===== config.mk =====
export PLATFORM = sky130hd
export DESIGN_NAME = c_subset_tokenizer
export DESIGN_NICKNAME = d
export VERILOG_FILES = /design/src/cst_pkg.sv /design/src/cst_scan.sv /design/src/cst_out.sv /design/src/c_subset_tokenizer.sv
export SDC_FILE = /design/constraint.sdc
export NUM_CORES = 1
export LEC_CHECK = 0
export ABC_AREA = 1
export ABC_CLOCK_PERIOD_IN_PS = 8800
export BUFFER_PORTS_ARGS = -buffer_cell sky130_fd_sc_hd__buf_2
export CORE_AREA = 2 2 208 210
export DETAILED_ROUTE_END_ITERATION = 10
export DIE_AREA = 0 0 210 212
export SLEW_MARGIN = 20
export SYNTH_ARGS = -nofsm -noshare
export SYNTH_HDL_FRONTEND = slang
export SYNTH_HIERARCHICAL = 1
export SYNTH_SLANG_ARGS = --single-unit

===== constraint.sdc =====
create_clock -name clk -period 8.8 [get_ports clk]
set_input_delay 1.76 -clock clk [delete_from_list [all_inputs] [get_ports clk]]
set_output_delay 1.76 -clock clk [all_outputs]
set_load 0.1 [all_outputs]

===== src/cst_pkg.sv =====
// ----------------------------------------------------------------------------
// cst_pkg: shared types, codes and character helpers for the tokenizer
//
// Holds the scan mode type, the token kind codes, the character codes the
// scanner looks for, the keyword table and the default counter widths.
// ----------------------------------------------------------------------------
package cst_pkg;

  // Default counter widths for the top-level parameters.
  localparam int LINE_BITS_DEFAULT   = 16;
  localparam int COLUMN_BITS_DEFAULT = 16;
  localparam int LENGTH_BITS_DEFAULT = 8;

  // One input item can cause at most this many tokens.
  localparam int NUM_SLOTS = 3;

  // Scan modes. The pending modes run from MODE_NUMBER to MODE_PSLASH.
  typedef enum logic [3:0] {
    MODE_IDLE      = 4'd0,
    MODE_NUMBER    = 4'd1,
    MODE_IDENT     = 4'd2,
    MODE_PEQ       = 4'd3,
    MODE_PBANG     = 4'd4,
    MODE_PLT       = 4'd5,
    MODE_PGT       = 4'd6,
    MODE_PSLASH    = 4'd7,
    MODE_LINECMT   = 4'd8,
    MODE_BLOCK     = 4'd9,
    MODE_BLOCKSTAR = 4'd10,
    MODE_HALT      = 4'd11,
    MODE_DONE      = 4'd12
  } scan_mode_t;

  typedef logic [4:0] token_kind_t;

  // Token kind codes.
  localparam token_kind_t KIND_EOF    = 5'd0;
  localparam token_kind_t KIND_NUM    = 5'd1;
  localparam token_kind_t KIND_IDENT  = 5'd2;
  localparam token_kind_t KIND_INT    = 5'd3;  // first keyword; keyword k is KIND_INT + k
  localparam token_kind_t KIND_ASSIGN = 5'd11;
  localparam token_kind_t KIND_EQ     = 5'd12;
  localparam token_kind_t KIND_NOT    = 5'd13;
  localparam token_kind_t KIND_NE     = 5'd14;
  localparam token_kind_t KIND_LT     = 5'd15;
  localparam token_kind_t KIND_LE     = 5'd16;
  localparam token_kind_t KIND_GT     = 5'd17;
  localparam token_kind_t KIND_GE     = 5'd18;
  localparam token_kind_t KIND_PLUS   = 5'd19;
  localparam token_kind_t KIND_MINUS  = 5'd20;
  localparam token_kind_t KIND_STAR   = 5'd21;
  localparam token_kind_t KIND_SLASH  = 5'd22;
  localparam token_kind_t KIND_LBRACE = 5'd23;
  localparam token_kind_t KIND_RBRACE = 5'd24;
  localparam token_kind_t KIND_LPAREN = 5'd25;
  localparam token_kind_t KIND_RPAREN = 5'd26;
  localparam token_kind_t KIND_LBRACK = 5'd27;
  localparam token_kind_t KIND_RBRACK = 5'd28;
  localparam token_kind_t KIND_SEMI   = 5'd29;
  localparam token_kind_t KIND_COMMA  = 5'd30;
  localparam token_kind_t KIND_ERR    = 5'd31;

  // Character codes.
  localparam logic [7:0] CH_NUL    = 8'h00;
  localparam logic [7:0] CH_TAB    = 8'h09;
  localparam logic [7:0] CH_NL     = 8'h0A;
  localparam logic [7:0] CH_CR     = 8'h0D;
  localparam logic [7:0] CH_SPACE  = 8'h20;
  localparam logic [7:0] CH_BANG   = 8'h21;
  localparam logic [7:0] CH_LPAREN = 8'h28;
  localparam logic [7:0] CH_RPAREN = 8'h29;
  localparam logic [7:0] CH_STAR   = 8'h2A;
  localparam logic [7:0] CH_PLUS   = 8'h2B;
  localparam logic [7:0] CH_COMMA  = 8'h2C;
  localparam logic [7:0] CH_MINUS  = 8'h2D;
  localparam logic [7:0] CH_SLASH  = 8'h2F;
  localparam logic [7:0] CH_ZERO   = 8'h30;
  localparam logic [7:0] CH_NINE   = 8'h39;
  localparam logic [7:0] CH_SEMI   = 8'h3B;
  localparam logic [7:0] CH_LT     = 8'h3C;
  localparam logic [7:0] CH_EQ     = 8'h3D;
  localparam logic [7:0] CH_GT     = 8'h3E;
  localparam logic [7:0] CH_UP_A   = 8'h41;
  localparam logic [7:0] CH_UP_Z   = 8'h5A;
  localparam logic [7:0] CH_LBRACK = 8'h5B;
  localparam logic [7:0] CH_RBRACK = 8'h5D;
  localparam logic [7:0] CH_UNDER  = 8'h5F;
  localparam logic [7:0] CH_LO_A   = 8'h61;
  localparam logic [7:0] CH_LO_Z   = 8'h7A;
  localparam logic [7:0] CH_LBRACE = 8'h7B;
  localparam logic [7:0] CH_RBRACE = 8'h7D;

  function automatic logic is_digit(input logic [7:0] c);
    return (c >= CH_ZERO) && (c <= CH_NINE);
  endfunction

  function automatic logic is_alpha(input logic [7:0] c);
    return ((c >= CH_LO_A) && (c <= CH_LO_Z)) || ((c >= CH_UP_A) && (c <= CH_UP_Z));
  endfunction

  function automatic logic is_space(input logic [7:0] c);
    return (c == CH_SPACE) || ((c >= CH_TAB) && (c <= CH_CR));
  endfunction

  function automatic logic is_word(input logic [7:0] c);
    return is_alpha(c) || is_digit(c) || (c == CH_UNDER);
  endfunction

  // Kind of a one-character token; KIND_EOF means the byte is none of them.
  function automatic token_kind_t single_kind(input logic [7:0] c);
    token_kind_t k;
    case (c)
      CH_PLUS:   k = KIND_PLUS;
      CH_MINUS:  k = KIND_MINUS;
      CH_STAR:   k = KIND_STAR;
      CH_LBRACE: k = KIND_LBRACE;
      CH_RBRACE: k = KIND_RBRACE;
      CH_LPAREN: k = KIND_LPAREN;
      CH_RPAREN: k = KIND_RPAREN;
      CH_LBRACK: k = KIND_LBRACK;
      CH_RBRACK: k = KIND_RBRACK;
      CH_SEMI:   k = KIND_SEMI;
      CH_COMMA:  k = KIND_COMMA;
      default:   k = KIND_EOF;
    endcase
    return k;
  endfunction

  // Keyword lengths: int void if else while return input output.
  function automatic logic [2:0] kw_len(input logic [2:0] k);
    logic [2:0] n;
    case (k)
      3'd0:    n = 3'd3;
      3'd1:    n = 3'd4;
      3'd2:    n = 3'd2;
      3'd3:    n = 3'd4;
      3'd4:    n = 3'd5;
      3'd5:    n = 3'd6;
      3'd6:    n = 3'd5;
      default: n = 3'd6;
    endcase
    return n;
  endfunction

  // Keyword text, left-justified in six bytes.
  function automatic logic [47:0] kw_text(input logic [2:0] k);
    logic [47:0] t;
    case (k)
      3'd0:    t = {"int", 24'h0};
      3'd1:    t = {"void", 16'h0};
      3'd2:    t = {"if", 32'h0};
      3'd3:    t = {"else", 16'h0};
      3'd4:    t = {"while", 8'h0};
      3'd5:    t = "return";
      3'd6:    t = {"input", 8'h0};
      default: t = "output";
    endcase
    return t;
  endfunction

  // Character at a position of a keyword; positions from six on read as NUL.
  function automatic logic [7:0] kw_char(input logic [2:0] k, input logic [2:0] pos);
    logic [47:0] t;
    logic [7:0]  ch;
    t = kw_text(k);
    case (pos)
      3'd0:    ch = t[47:40];
      3'd1:    ch = t[39:32];
      3'd2:    ch = t[31:24];
      3'd3:    ch = t[23:16];
      3'd4:    ch = t[15:8];
      3'd5:    ch = t[7:0];
      default: ch = CH_NUL;
    endcase
    return ch;
  endfunction

  // Modes that hold a token which is still open.
  function automatic logic is_pending(input scan_mode_t m);
    return (m == MODE_NUMBER) || (m == MODE_IDENT) || (m == MODE_PEQ) ||
           (m == MODE_PBANG) || (m == MODE_PLT) || (m == MODE_PGT) ||
           (m == MODE_PSLASH);
  endfunction

  // Kind of a two-character operator whose first character set the mode.
  function automatic token_kind_t pair_kind(input scan_mode_t m);
    token_kind_t k;
    case (m)
      MODE_PEQ:   k = KIND_EQ;
      MODE_PBANG: k = KIND_NE;
      MODE_PLT:   k = KIND_LE;
      default:    k = KIND_GE;
    endcase
    return k;
  endfunction

endpackage


===== src/cst_scan.sv =====
// ----------------------------------------------------------------------------
// cst_scan: scan state and per-byte token decision
//
// Holds the scan mode, keyword flags and position counters. For each
// transferred item it works out, in one pass, up to three tokens: the open
// token that the byte closes, the byte's own token (or the open token that
// end of source flushes), and the end-of-input token.
// ----------------------------------------------------------------------------
module cst_scan #(
  parameter int LINE_BITS   = cst_pkg::LINE_BITS_DEFAULT,
  parameter int COLUMN_BITS = cst_pkg::COLUMN_BITS_DEFAULT,
  parameter int LENGTH_BITS = cst_pkg::LENGTH_BITS_DEFAULT
) (
  input  logic                                          clk,
  input  logic                                          rst,
  input  logic                                          accept,
  input  logic [7:0]                                    source_byte,
  input  logic                                          byte_valid,
  input  logic                                          end_of_source,
  output logic [cst_pkg::NUM_SLOTS-1:0]                 slot_mask,
  output logic [cst_pkg::NUM_SLOTS-1:0][4:0]            slot_kind,
  output logic [cst_pkg::NUM_SLOTS-1:0][LINE_BITS-1:0]  slot_line,
  output logic [cst_pkg::NUM_SLOTS-1:0][COLUMN_BITS-1:0] slot_column,
  output logic [cst_pkg::NUM_SLOTS-1:0][LENGTH_BITS-1:0] slot_length
);
  import cst_pkg::*;

  // Scan state.
  scan_mode_t             mode;
  logic [7:0]             kw_cand;
  logic [LINE_BITS-1:0]   line_cnt;
  logic [COLUMN_BITS-1:0] col_cnt;
  logic [COLUMN_BITS-1:0] tok_start;
  logic [LENGTH_BITS-1:0] char_cnt;

  // State after the byte has been scanned.
  scan_mode_t             mode_b;
  logic [7:0]             kw_cand_b;
  logic [LINE_BITS-1:0]   line_b;
  logic [COLUMN_BITS-1:0] col_b;
  logic [COLUMN_BITS-1:0] start_b;
  logic [LENGTH_BITS-1:0] cnt_b;

  // Tokens decided by the byte.
  logic                   flush_open;
  logic                   own_valid;
  token_kind_t            own_kind;
  logic [COLUMN_BITS-1:0] own_col;
  logic [LENGTH_BITS-1:0] own_len;

  // End-of-source decisions and next state.
  logic                   active;
  logic                   flush_end;
  logic                   eof_valid;
  scan_mode_t             mode_next;

  // Clears the flag of every keyword that does not have c at position pos.
  function automatic logic [7:0] kw_match(input logic [7:0] cand, input logic [7:0] c,
                                          input logic [LENGTH_BITS-1:0] pos);
    logic [7:0] r;
    r = cand;
    for (int k = 0; k < 8; k++) begin
      if ((pos >= LENGTH_BITS'(kw_len(3'(k)))) || (kw_char(3'(k), pos[2:0]) != c)) begin
        r[k] = 1'b0;
      end
    end
    return r;
  endfunction

  // Kind of an identifier: the first keyword still matching at full length.
  function automatic token_kind_t ident_kind(input logic [7:0] cand,
                                             input logic [LENGTH_BITS-1:0] n);
    token_kind_t kind;
    kind = KIND_IDENT;
    for (int k = 7; k >= 0; k--) begin
      if (cand[k] && (n == LENGTH_BITS'(kw_len(3'(k))))) begin
        kind = KIND_INT + 5'(k);
      end
    end
    return kind;
  endfunction

  // Kind of the open token that a pending mode holds.
  function automatic token_kind_t open_kind(input scan_mode_t m, input logic [7:0] cand,
                                            input logic [LENGTH_BITS-1:0] n);
    token_kind_t kind;
    case (m)
      MODE_NUMBER: kind = KIND_NUM;
      MODE_IDENT:  kind = ident_kind(cand, n);
      MODE_PEQ:    kind = KIND_ASSIGN;
      MODE_PBANG:  kind = KIND_NOT;
      MODE_PLT:    kind = KIND_LT;
      MODE_PGT:    kind = KIND_GT;
      default:     kind = KIND_SLASH;
    endcase
    return kind;
  endfunction

  // Length of the open token: words carry a count, operators are one long.
  function automatic logic [LENGTH_BITS-1:0] open_len(input scan_mode_t m,
                                                      input logic [LENGTH_BITS-1:0] n);
    return ((m == MODE_NUMBER) || (m == MODE_IDENT)) ? n : LENGTH_BITS'(1);
  endfunction

  assign active = (mode != MODE_HALT) && (mode != MODE_DONE);

  // Byte scan: mode transition, counter step and tokens caused by the byte.
  always_comb begin
    logic rescan;
    logic step;
    rescan     = 1'b0;
    step       = 1'b0;
    mode_b     = mode;
    kw_cand_b  = kw_cand;
    line_b     = line_cnt;
    col_b      = col_cnt;
    start_b    = tok_start;
    cnt_b      = char_cnt;
    flush_open = 1'b0;
    own_valid  = 1'b0;
    own_kind   = KIND_EOF;
    own_col    = col_cnt;
    own_len    = LENGTH_BITS'(1);

    if (byte_valid) begin
      case (mode)
        MODE_NUMBER: begin
          if (is_digit(source_byte)) begin
            cnt_b = (char_cnt == '1) ? char_cnt : char_cnt + 1'b1;
            step  = 1'b1;
          end else begin
            flush_open = 1'b1;
            rescan     = 1'b1;
          end
        end
        MODE_IDENT: begin
          if (is_word(source_byte)) begin
            kw_cand_b = kw_match(kw_cand, source_byte, char_cnt);
            cnt_b     = (char_cnt == '1) ? char_cnt : char_cnt + 1'b1;
            step      = 1'b1;
          end else begin
            flush_open = 1'b1;
            rescan     = 1'b1;
          end
        end
        MODE_PEQ, MODE_PBANG, MODE_PLT, MODE_PGT: begin
          if (source_byte == CH_EQ) begin
            own_valid = 1'b1;
            own_kind  = pair_kind(mode);
            own_col   = tok_start;
            own_len   = LENGTH_BITS'(2);
            mode_b    = MODE_IDLE;
            step      = 1'b1;
          end else begin
            flush_open = 1'b1;
            rescan     = 1'b1;
          end
        end
        MODE_PSLASH: begin
          if (source_byte == CH_SLASH) begin
            mode_b = MODE_LINECMT;
            step   = 1'b1;
          end else if (source_byte == CH_STAR) begin
            mode_b = MODE_BLOCK;
            step   = 1'b1;
          end else begin
            flush_open = 1'b1;
            rescan     = 1'b1;
          end
        end
        MODE_LINECMT: begin
          // A NUL inside a line comment is an unexpected character.
          if (source_byte == CH_NUL) begin
            own_valid = 1'b1;
            own_kind  = KIND_ERR;
            mode_b    = MODE_HALT;
          end else begin
            if (source_byte == CH_NL) begin
              mode_b = MODE_IDLE;
            end
            step = 1'b1;
          end
        end
        MODE_BLOCK: begin
          if (source_byte == CH_STAR) begin
            mode_b = MODE_BLOCKSTAR;
          end
          step = 1'b1;
        end
        MODE_BLOCKSTAR: begin
          if (source_byte == CH_SLASH) begin
            mode_b = MODE_IDLE;
          end else if (source_byte != CH_STAR) begin
            mode_b = MODE_BLOCK;
          end
          step = 1'b1;
        end
        MODE_IDLE: begin
          rescan = 1'b1;
        end
        default: begin
          // Halted or finished: the byte is ignored.
        end
      endcase

      // Byte seen from idle: start a token, skip it or flag an error.
      if (rescan) begin
        mode_b = MODE_IDLE;
        if (is_space(source_byte)) begin
          step = 1'b1;
        end else if (is_digit(source_byte)) begin
          mode_b    = MODE_NUMBER;
          start_b   = col_cnt;
          kw_cand_b = '1;
          cnt_b     = LENGTH_BITS'(1);
          step      = 1'b1;
        end else if (is_alpha(source_byte) || (source_byte == CH_UNDER)) begin
          mode_b    = MODE_IDENT;
          start_b   = col_cnt;
          kw_cand_b = kw_match(8'hFF, source_byte, '0);
          cnt_b     = LENGTH_BITS'(1);
          step      = 1'b1;
        end else begin
          start_b = col_cnt;
          case (source_byte)
            CH_EQ:    mode_b = MODE_PEQ;
            CH_BANG:  mode_b = MODE_PBANG;
            CH_LT:    mode_b = MODE_PLT;
            CH_GT:    mode_b = MODE_PGT;
            CH_SLASH: mode_b = MODE_PSLASH;
            default: begin
              own_valid = 1'b1;
              own_kind  = single_kind(source_byte);
              own_col   = col_cnt;
              if (single_kind(source_byte) == KIND_EOF) begin
                own_kind = KIND_ERR;
                mode_b   = MODE_HALT;
              end
            end
          endcase
          if (mode_b != MODE_HALT) begin
            step = 1'b1;
          end
        end
      end

      // Position counters move past the byte.
      if (step) begin
        if (source_byte == CH_NL) begin
          line_b = (line_cnt == '1) ? line_cnt : line_cnt + 1'b1;
          col_b  = COLUMN_BITS'(1);
        end else begin
          col_b = (col_cnt == '1) ? col_cnt : col_cnt + 1'b1;
        end
      end
    end
  end

  // Next state: end of source flushes the open token and finishes the run.
  always_comb begin
    flush_end = end_of_source && active && is_pending(mode_b);
    eof_valid = end_of_source && active && (mode_b != MODE_HALT);
    mode_next = eof_valid ? MODE_DONE : mode_b;
  end

  // Outputs: the three token slots in emission order.
  always_comb begin
    slot_mask = {eof_valid, own_valid | flush_end, flush_open};

    slot_kind[0]   = open_kind(mode, kw_cand, char_cnt);
    slot_line[0]   = line_cnt;
    slot_column[0] = tok_start;
    slot_length[0] = open_len(mode, char_cnt);

    // The byte's own token and an end-of-source flush never come together.
    if (own_valid) begin
      slot_kind[1]   = own_kind;
      slot_line[1]   = line_cnt;
      slot_column[1] = own_col;
      slot_length[1] = own_len;
    end else begin
      slot_kind[1]   = open_kind(mode_b, kw_cand_b, cnt_b);
      slot_line[1]   = line_b;
      slot_column[1] = start_b;
      slot_length[1] = open_len(mode_b, cnt_b);
    end

    slot_kind[2]   = KIND_EOF;
    slot_line[2]   = line_b;
    slot_column[2] = col_b;
    slot_length[2] = '0;
  end

  // State register, updated on every transferred item until the run halts or finishes.
  always_ff @(posedge clk) begin
    if (rst) begin
      mode      <= MODE_IDLE;
      kw_cand   <= 8'hFF;
      line_cnt  <= LINE_BITS'(1);
      col_cnt   <= COLUMN_BITS'(1);
      tok_start <= COLUMN_BITS'(1);
      char_cnt  <= '0;
    end else if (accept && active) begin
      mode      <= mode_next;
      kw_cand   <= kw_cand_b;
      line_cnt  <= line_b;
      col_cnt   <= col_b;
      tok_start <= start_b;
      char_cnt  <= cnt_b;
    end
  end

endmodule


===== src/cst_out.sv =====
// ----------------------------------------------------------------------------
// cst_out: result register and token sequencer
//
// Captures the token slots of one item and hands them out one per transfer,
// lowest slot first. A new group is captured when the register is empty or
// its last token leaves in the same cycle.
// ----------------------------------------------------------------------------
module cst_out #(
  parameter int LINE_BITS   = cst_pkg::LINE_BITS_DEFAULT,
  parameter int COLUMN_BITS = cst_pkg::COLUMN_BITS_DEFAULT,
  parameter int LENGTH_BITS = cst_pkg::LENGTH_BITS_DEFAULT
) (
  input  logic                                           clk,
  input  logic                                           rst,
  input  logic                                           load,
  input  logic [cst_pkg::NUM_SLOTS-1:0]                  slot_mask,
  input  logic [cst_pkg::NUM_SLOTS-1:0][4:0]             slot_kind,
  input  logic [cst_pkg::NUM_SLOTS-1:0][LINE_BITS-1:0]   slot_line,
  input  logic [cst_pkg::NUM_SLOTS-1:0][COLUMN_BITS-1:0] slot_column,
  input  logic [cst_pkg::NUM_SLOTS-1:0][LENGTH_BITS-1:0] slot_length,
  output logic                                           free,
  output logic                                           token_valid,
  input  logic                                           token_ready,
  output logic [4:0]                                     token_kind,
  output logic [LINE_BITS-1:0]                           token_line,
  output logic [COLUMN_BITS-1:0]                         token_column,
  output logic [LENGTH_BITS-1:0]                         token_length,
  output logic                                           last_of_run
);
  import cst_pkg::*;

  logic [NUM_SLOTS-1:0]                  mask;
  logic [NUM_SLOTS-1:0][4:0]             kind_q;
  logic [NUM_SLOTS-1:0][LINE_BITS-1:0]   line_q;
  logic [NUM_SLOTS-1:0][COLUMN_BITS-1:0] col_q;
  logic [NUM_SLOTS-1:0][LENGTH_BITS-1:0] len_q;
  logic [1:0]                            sel;
  logic                                  single;
  logic                                  take;

  // Lowest occupied slot goes out first.
  always_comb begin
    if (mask[0]) begin
      sel = 2'd0;
    end else if (mask[1]) begin
      sel = 2'd1;
    end else begin
      sel = 2'd2;
    end
  end

  assign single       = (mask & (mask - 1'b1)) == '0;
  assign token_valid  = |mask;
  assign take         = token_valid && token_ready;
  assign free         = !token_valid || (take && single);
  assign last_of_run  = single;
  assign token_kind   = kind_q[sel];
  assign token_line   = line_q[sel];
  assign token_column = col_q[sel];
  assign token_length = len_q[sel];

  // Occupancy: a load replaces the group, a transfer clears one slot.
  always_ff @(posedge clk) begin
    if (rst) begin
      mask <= '0;
    end else if (load) begin
      mask <= slot_mask;
    end else if (take) begin
      mask[sel] <= 1'b0;
    end
  end

  // Token payload.
  always_ff @(posedge clk) begin
    if (load) begin
      kind_q <= slot_kind;
      line_q <= slot_line;
      col_q  <= slot_column;
      len_q  <= slot_length;
    end
  end

endmodule


===== src/c_subset_tokenizer.sv =====
// ----------------------------------------------------------------------------
// c_subset_tokenizer: streaming lexer for a small C-like language
//
// Takes source bytes and emits tokens with kind, start line, start column
// and length. Whitespace and comments are skipped.
// ----------------------------------------------------------------------------
// An item is taken in every cycle as long as each item causes at most one
// token and every token is taken as soon as it is offered; an item that
// causes n tokens (n is at most three) holds the input until its last
// token leaves, because the tokens leave the result register one per
// transfer, and a stalled token side holds the input for as long as it
// stalls. Each byte is scanned combinationally from the scan state into
// that result register, and the next item is taken in the same cycle that
// the last token of the previous one is transferred. After an unexpected
// character the block sends an error token and then drops all input until
// reset; after the end-of-input token it drops all input until reset too.
module c_subset_tokenizer #(
  parameter int LINE_BITS   = cst_pkg::LINE_BITS_DEFAULT,
  parameter int COLUMN_BITS = cst_pkg::COLUMN_BITS_DEFAULT,
  parameter int LENGTH_BITS = cst_pkg::LENGTH_BITS_DEFAULT
) (
  input  logic                   clk,
  input  logic                   rst,
  input  logic                   item_valid,
  output logic                   item_ready,
  input  logic [7:0]             source_byte,
  input  logic                   byte_valid,
  input  logic                   end_of_source,
  output logic                   token_valid,
  input  logic                   token_ready,
  output logic [4:0]             token_kind,
  output logic [LINE_BITS-1:0]   token_line,
  output logic [COLUMN_BITS-1:0] token_column,
  output logic [LENGTH_BITS-1:0] token_length,
  output logic                   last_of_run
);
  import cst_pkg::*;

  logic                                  accept;
  logic                                  free;
  logic [NUM_SLOTS-1:0]                  slot_mask;
  logic [NUM_SLOTS-1:0][4:0]             slot_kind;
  logic [NUM_SLOTS-1:0][LINE_BITS-1:0]   slot_line;
  logic [NUM_SLOTS-1:0][COLUMN_BITS-1:0] slot_column;
  logic [NUM_SLOTS-1:0][LENGTH_BITS-1:0] slot_length;

  // The input is ready whenever the result register can take a group.
  assign item_ready = free;
  assign accept     = item_valid && item_ready;

  cst_scan #(
    .LINE_BITS   (LINE_BITS),
    .COLUMN_BITS (COLUMN_BITS),
    .LENGTH_BITS (LENGTH_BITS)
  ) u_scan (
    .clk           (clk),
    .rst           (rst),
    .accept        (accept),
    .source_byte   (source_byte),
    .byte_valid    (byte_valid),
    .end_of_source (end_of_source),
    .slot_mask     (slot_mask),
    .slot_kind     (slot_kind),
    .slot_line     (slot_line),
    .slot_column   (slot_column),
    .slot_length   (slot_length)
  );

  cst_out #(
    .LINE_BITS   (LINE_BITS),
    .COLUMN_BITS (COLUMN_BITS),
    .LENGTH_BITS (LENGTH_BITS)
  ) u_out (
    .clk          (clk),
    .rst          (rst),
    .load         (accept),
    .slot_mask    (slot_mask),
    .slot_kind    (slot_kind),
    .slot_line    (slot_line),
    .slot_column  (slot_column),
    .slot_length  (slot_length),
    .free         (free),
    .token_valid  (token_valid),
    .token_ready  (token_ready),
    .token_kind   (token_kind),
    .token_line   (token_line),
    .token_column (token_column),
    .token_length (token_length),
    .last_of_run  (last_of_run)
  );

endmodule


==> results.sh, run 1 <==
export IMPL_outcome="finished clean"
export IMPL_die_area_um2=44500
export IMPL_area_growth_pct=11.0
export IMPL_htreeDepth=1
export IMPL_hold_viol=0
export IMPL_max_clock_freq_mhz=210
export IMPL_use_met1_pct=22.8
export IMPL_path_clk_slew_ps=60
export IMPL_drv_cap=0
export IMPL_r2r_start="u_out/mask[0]"
export IMPL_hpwl_mm=25.6
export IMPL_rr_worst_depth=12
export IMPL_tns_ps=0
export IMPL_pwr_share_comb_pct=32.6
export IMPL_cp_max_fo=11
export IMPL_top_usage_layer="met2"
export IMPL_max_slew_margin_rel_pct=28.8
export IMPL_route_detailed_drc=0
export IMPL_yosys_top_cells_area="edfxtp_1 32%, nand2_1 14%, dfxtp_1 11%, inv_1 6.0%, nand3_1 5.8%"
export IMPL_synthFlopType="edfxtp_1"
export IMPL_use_met3_pct=1.91
export IMPL_synth_seq_cells=206
export IMPL_firstDrtPassIters=6
export IMPL_cts_resized=0
export IMPL_num_antenna_cells=0
export IMPL_yosys_top_cells_count="473 x nand2_1, 200 x inv_1, 146 x nand3_1"
export IMPL_setup_worst_path_start="source_byte[2]"
export IMPL_finalInstanceArea_um2=13900
export IMPL_min_path_type="flop to flop"
export IMPL_grt_start_max_net_pins=101
export IMPL_async_flop_share_pct=0
export IMPL_r2r_setup_slack_ps=4470
export IMPL_critical_path_class="input port to flop"
export IMPL_synth_top_cell_by_area="edfxtp_1"
export IMPL_synthCells=1707
export IMPL_grt_overflow=0
export IMPL_ir_drop_mv=0.119
export IMPL_clock_power_share_pct=28.6
export IMPL_grt_pass1_vias=10400
export IMPL_cts_root_buf="clkbuf_16"
export IMPL_syn_area_um2=12500
export IMPL_hold_buffers=0
export IMPL_io_pins=62
export IMPL_initialDrtViolationCount=1039
export IMPL_numCtsBuffers=22
export IMPL_cp_end_kind="flop"
export IMPL_synthDistinctLibCells=51
export IMPL_synth_most_common_cell="nand2_1"
export IMPL_cts_setup_buffers=0
export IMPL_num_vias=11300
export IMPL_clk_latency_ps=520
export IMPL_gp_congestion=0.902
export IMPL_p_leak_nw=6.06
export IMPL_start_util_pct=29.5
export IMPL_skew_ps=17.9
export IMPL_yosysTopAreaCellShare_pct=32.4
export IMPL_drv_slew=0
export IMPL_die_h_um=212
export IMPL_tightest_slew_ps=1070
export IMPL_setup_viol=0
export IMPL_p_total_mw=3.21
export IMPL_grt_pass1_wl_mm=57.0
export IMPL_cts_tree="built"
export IMPL_fin_cells=2292
export IMPL_use_met2_pct=25.4
export IMPL_portBuffers=61
export IMPL_p_sw_mw=1.28
export IMPL_dp_cells=2253
export IMPL_crit_path_start_kind="input port"
export IMPL_reg2reg_to="u_scan/kw_cand[1]"
export IMPL_wl_mm=36.0
export IMPL_chipWidth_um=210
export IMPL_ys_warn_count=6
export IMPL_numClockSinks=206
export IMPL_ant_nets=0
export IMPL_num_rows=76
export IMPL_swShare_pct=39.9
export IMPL_core_area_um2=42500
export IMPL_synth_area_per_cell_um2=7.34
export IMPL_viasPerCell=4.93
export IMPL_period_needed_ps=4770
export IMPL_p_seq_share_pct=38.8
export IMPL_fin_nets=1753
export IMPL_ys_seq_area_share_pct=43.7
export IMPL_grt_setup_unrepaired="false"
export IMPL_cp_required_ps=9250
export IMPL_endpoint="u_out/mask[1]"
export IMPL_dpl_cell_area_um2=13200
export IMPL_clock_path_buffers=3
export IMPL_synth_edff_count=135
export IMPL_p_int_mw=1.93
export IMPL_antenna_found_initial=1
export IMPL_min_period_over_period_pct=54.2
export IMPL_holdWs_ps=426
export IMPL_wl_per_cell_um=15.7
export IMPL_drive_above_1_share_pct=9.51
export IMPL_grtUsageTotal_pct=16.0
export IMPL_crit_arrival_ps=5220
export IMPL_powerDensity_nw_per_um2=231
-- critical path: stages --
cell     delay [ps]
buf_2           180
inv_2           230
nand2_1         160
nor2_2          240
inv_1            80
nor2_2          300
inv_1           320
a21oi_1         220
nand3_1          90
a21oi_1         130
nand2_1          70
nand2_1          90
nand2_2         110
nor2_1          270
nand2_1         130
nand3_1         140
a21oi_1          50
o21ai_1         280
nand2_1         100
nand2_1         100
a21oi_1          40
nor2_1           90
-- registers in the layout (all words and copies together) (netlist names) --
name              cells
u_out/col_q          48
u_out/line_q         48
u_scan/mode           4
u_out/kind_q         15
u_out/mask            3
u_out/len_q          24
u_scan/char_cnt       8
u_scan/kw_cand        8
u_scan/col_cnt       16
u_scan/tok_start     16
u_scan/line_cnt      16
-- cell usage in the layout, fill, tap and decap left out, drive strengths merged, types with 2 or more instances in the layout --
cell type / instances
o21ai: 151
nor3: 27
o21bai: 10
conb: 13
nand3: 150
o22ai: 2
inv: 226
nor4: 4
clkbuf: 31
ha: 8
edfxtp: 135
bufinv: 2
o31ai: 3
nand2: 490
a22oi: 3
nor2: 149
a21boi: 2
xor2: 46
a31oi: 14
o311ai: 2
clkinv: 7
a21oi: 90
nand4: 19
o211ai: 8
dfxtp: 71
buf: 69
o21a: 2
-- routing by layer --
| metal | wire length, um | part of all wire (%) | up-vias |
|---|---|---|---|
| li1 | - | - | 5613 |
| met1 | 17300 | 48 | 5288 |
| met2 | 15900 | 44 | 330 |
| met3 | 2000 | 5.6 | 59 |
| met4 | 749 | 2.1 | 2 |
| met5 | 7 | 0.019 | - |
-- power by group through the flow --
stage	clock [mW]	combinational (mW)	sequential [mW]
after floorplan	0	0.840	1.24
after global placement	0	1.04	1.26
after detailed placement	0	1.04	1.26
after CTS	0.943	1.05	1.24
after global routing	0.982	1.13	1.26
final	0.917	1.05	1.24
-- layout make-up --
cell class                      instances  area [um^2]
Clock buffer                           31          604
Clock inverter                          8          109
Fill cell                            4480        28600
Inverter                              228          861
Multi-Input combinational cell       1204         5810
Sequential cell                       206         5480
Tap cell                              546          683
Timing Repair Buffer                   69          365
-- metrics by stage --
step / utilization [%] / worst slack [ps]
final: 32.7 / 4030
after global routing: 32.7 / 3790
after CTS: 32.7 / 4170
after detailed placement: 31.0 / 3650
after global placement: 31.0 / 3560
after floorplan: - / 1130
-- worst min-delay path by stage --
stage,slack (ps),endpoint,depth (start not counted),startpoint
2_1_floorplan,410,u_out/line_q[10],0,u_scan/line_cnt[10]
3_3_place_gp,410,u_out/col_q[11],0,u_scan/tok_start[11]
3_5_place_dp,410,u_out/col_q[10],0,u_scan/tok_start[10]
4_1_cts,430,u_out/col_q[10],0,u_scan/tok_start[10]
5_1_grt,440,u_out/col_q[14],0,u_scan/tok_start[14]
6_report,430,u_out/col_q[10],0,u_scan/tok_start[10]
-- logic make-up after synthesis --
group	Yosys count	synth area share, %
buffers and inverters	309	10.3
other	1	0.0299
and+or+nand+nor	841	28.9
adders and majority gates	8	0.799
xor gates and xnor gates	47	3.29
AOI/OAI and AO/OA	294	12.9
muxes	1	0.0799
DFF	206	43.7
No activity file was read; power rests on OpenSTA's default activity.
==> inputs of run 2 (changes only) <==
--- a/config.mk
+++ b/config.mk
@@ -6,7 +6,7 @@
 export NUM_CORES = 1
 export LEC_CHECK = 0
 export ABC_AREA = 1
-export ABC_CLOCK_PERIOD_IN_PS = 8800
+export ABC_CLOCK_PERIOD_IN_PS = 4200
 export BUFFER_PORTS_ARGS = -buffer_cell sky130_fd_sc_hd__buf_2
 export CORE_AREA = 2 2 208 210
 export DETAILED_ROUTE_END_ITERATION = 10
==> constraint.sdc (replaced) <==
create_clock -name clk -period 4.2 [get_ports clk]
set_input_delay 0.84 -clock clk [delete_from_list [all_inputs] [get_ports clk]]
set_output_delay 0.84 -clock clk [all_outputs]
set_load 0.1 [all_outputs]
==> run 2 against run 1 <==
Critical path depth fell by 7. Via count rose by 1.4%. Largest cell class unchanged. Largest power group unchanged. Highest routed layer is now met4. Critical path type is now flop to flop. Sequential share of layout area down 0.75 points. Count of clock-buffer cells in the layout fell by 6. First-iteration DRC count down 25%.
==> results.sh, run 2 (same netlist as run 1, synthesis figures left out) <==
export IMPL_cp_num_buf_inv=1
export IMPL_clock_path_buffers=3
export IMPL_clk_latency_ps=530
export IMPL_crit_top_cell="nand2_1"
export IMPL_crit_chain="inv_1, ha_1, nand2_1, nand2_1, nor2_1, xor2_1, nand4_1, a21boi_0, nand2_1, a21oi_1, nand3_1, nand2_1, nand3_1, nand3_1, a21oi_1"
export IMPL_utilization_pct=33.4
export IMPL_cp_required_ps=4450
export IMPL_p_total_mw=6.90
export IMPL_core_area_um2=42500
export IMPL_firstDrtPassIters=5
export IMPL_setup_ws_ps=689
export IMPL_powerDensity_nw_per_um2=486
export IMPL_fin_nets=1770
export IMPL_cp_top_family="simple AND/OR/NAND/NOR gates"
export IMPL_crit_arrival_ps=3760
export IMPL_crit_path_start_kind="flop"
export IMPL_tightest_slew_ps=765
export IMPL_hpwl_mm=26.6
export IMPL_gp_congestion=0.907
export IMPL_numCtsBuffers=22
export IMPL_cp_max_fo=10
export IMPL_grt_pass1_vias=11000
export IMPL_hold_buffers=0
export IMPL_min_period_over_period_pct=83.6
export IMPL_area_growth_pct=13.2
export IMPL_viasPerCell=4.96
export IMPL_antenna_found_initial=0
export IMPL_drv_cap=0
export IMPL_cp_end_kind="flop"
export IMPL_start_util_pct=29.5
export IMPL_most_common_layout_cells="471 x nand2_1, 198 x inv_1, 146 x nand3_1"
export IMPL_drive_above_1_share_pct=10.8
export IMPL_cpMaxStageDelayCell="dfxtp_1"
export IMPL_holdWs_ps=431
export IMPL_io_pins=62
export IMPL_setup_viol=0
export IMPL_cts_root_buf="clkbuf_16"
export IMPL_max_slew_margin_rel_pct=48.9
export IMPL_grt_pass1_wl_mm=58.7
export IMPL_grt_start_max_net_pins=77
export IMPL_cts_setup_buffers=0
export IMPL_outcome="finished clean"
export IMPL_chipWidth_um=210
export IMPL_num_rows=76
export IMPL_skew_ps=30.6
export IMPL_initialDrtViolationCount=782
export IMPL_die_area_um2=44500
export IMPL_dpl_worst_slack_ps=458
export IMPL_wl_per_cell_um=15.9
export IMPL_die_h_um=212
export IMPL_p_leak_nw=6.20
export IMPL_num_vias=11500
export IMPL_min_path_type="flop to flop"
export IMPL_hold_viol=0
export IMPL_grtUsageTotal_pct=16.4
export IMPL_path_clk_slew_ps=70
export IMPL_ant_nets=0
export IMPL_numClockSinks=206
export IMPL_drv_slew=0
export IMPL_critical_path_class="flop to flop"
export IMPL_dp_cells=2270
export IMPL_grt_overflow=0
export IMPL_max_clock_freq_mhz=285
export IMPL_cts_resized=0
export IMPL_fin_cells=2310
export IMPL_cp_slowest_stage_delay_ps=540
export IMPL_route_detailed_drc=0
export IMPL_cts_tree="built"
export IMPL_portBuffers=61
export IMPL_wl_mm=36.8
export IMPL_period_needed_ps=3510
export IMPL_htreeDepth=1
export IMPL_top_regs="u_out/col_q (48), u_out/line_q (48), u_out/len_q (24)"
export IMPL_grt_setup_unrepaired="false"
export IMPL_ir_drop_mv=0.362
export IMPL_num_antenna_cells=0
export IMPL_final_common_cell="nand2_1"
run 2: changes by cell type in the layout (fill, tap and decap cells not counted), moves of 2 or more:
| cell | before | now |
|---|---|---|
| clkbuf_1 | 7 | 3 |
| o21ai_1 | 42 | 47 |
| bufinv_16 | 2 | 4 |
| o21ai_0 | 109 | 103 |
| clkinv_2 | 0 | 4 |
| clkbuf_8 | 2 | 0 |
| buf_12 | 0 | 5 |
| buf_4 | 8 | 20 |
run 2: final timing paths:
check | from | to | slack (ps) | depth (start not counted)
hold / removal | u_scan/tok_start[9] | u_out/col_q[9] | 430 | 0
setup reg to reg | u_scan/char_cnt[1] | u_out/kind_q[6] | 690 | 15
setup / recovery | u_scan/char_cnt[1] | u_out/kind_q[6] | 690 | 15
hold reg to reg | u_scan/tok_start[9] | u_out/col_q[9] | 430 | 0
run 2: cell type report:
class | instances | area [um^2]
clock buffer | 25 | 562
clock inverter | 15 | 196
fill | 4459 | 28300
inverter | 228 | 876
multi-input combinational | 1204 | 5830
sequential | 206 | 5480
tap | 546 | 683
timing repair buffer | 86 | 556
run 2: report_power, final:
part / switching, mW / leakage, nW / internal [mW]
clock: 0.830 / 0.368 / 1.22
sequential: 0.141 / 1.92 / 2.46
combinational: 1.76 / 3.91 / 0.487
total: 2.73 / 6.20 / 4.17
run 2: metrics by stage:
step                instance area [um^2]  TNS (ps)
floorplan                          12600     -9450
global placement                   13400         0
detailed placement                 13400         0
CTS                                14200         0
global route                       14200         0
finish                             14200         0
run 2: per-layer routing:
layer	GRT usage, %	vias up	wire length, um
met2	27.0	390	16600
met5	0	-	0
li1	-	5664	-
met3	1.73	51	2160
met4	5.28	0	844
met1	22.7	5349	17100
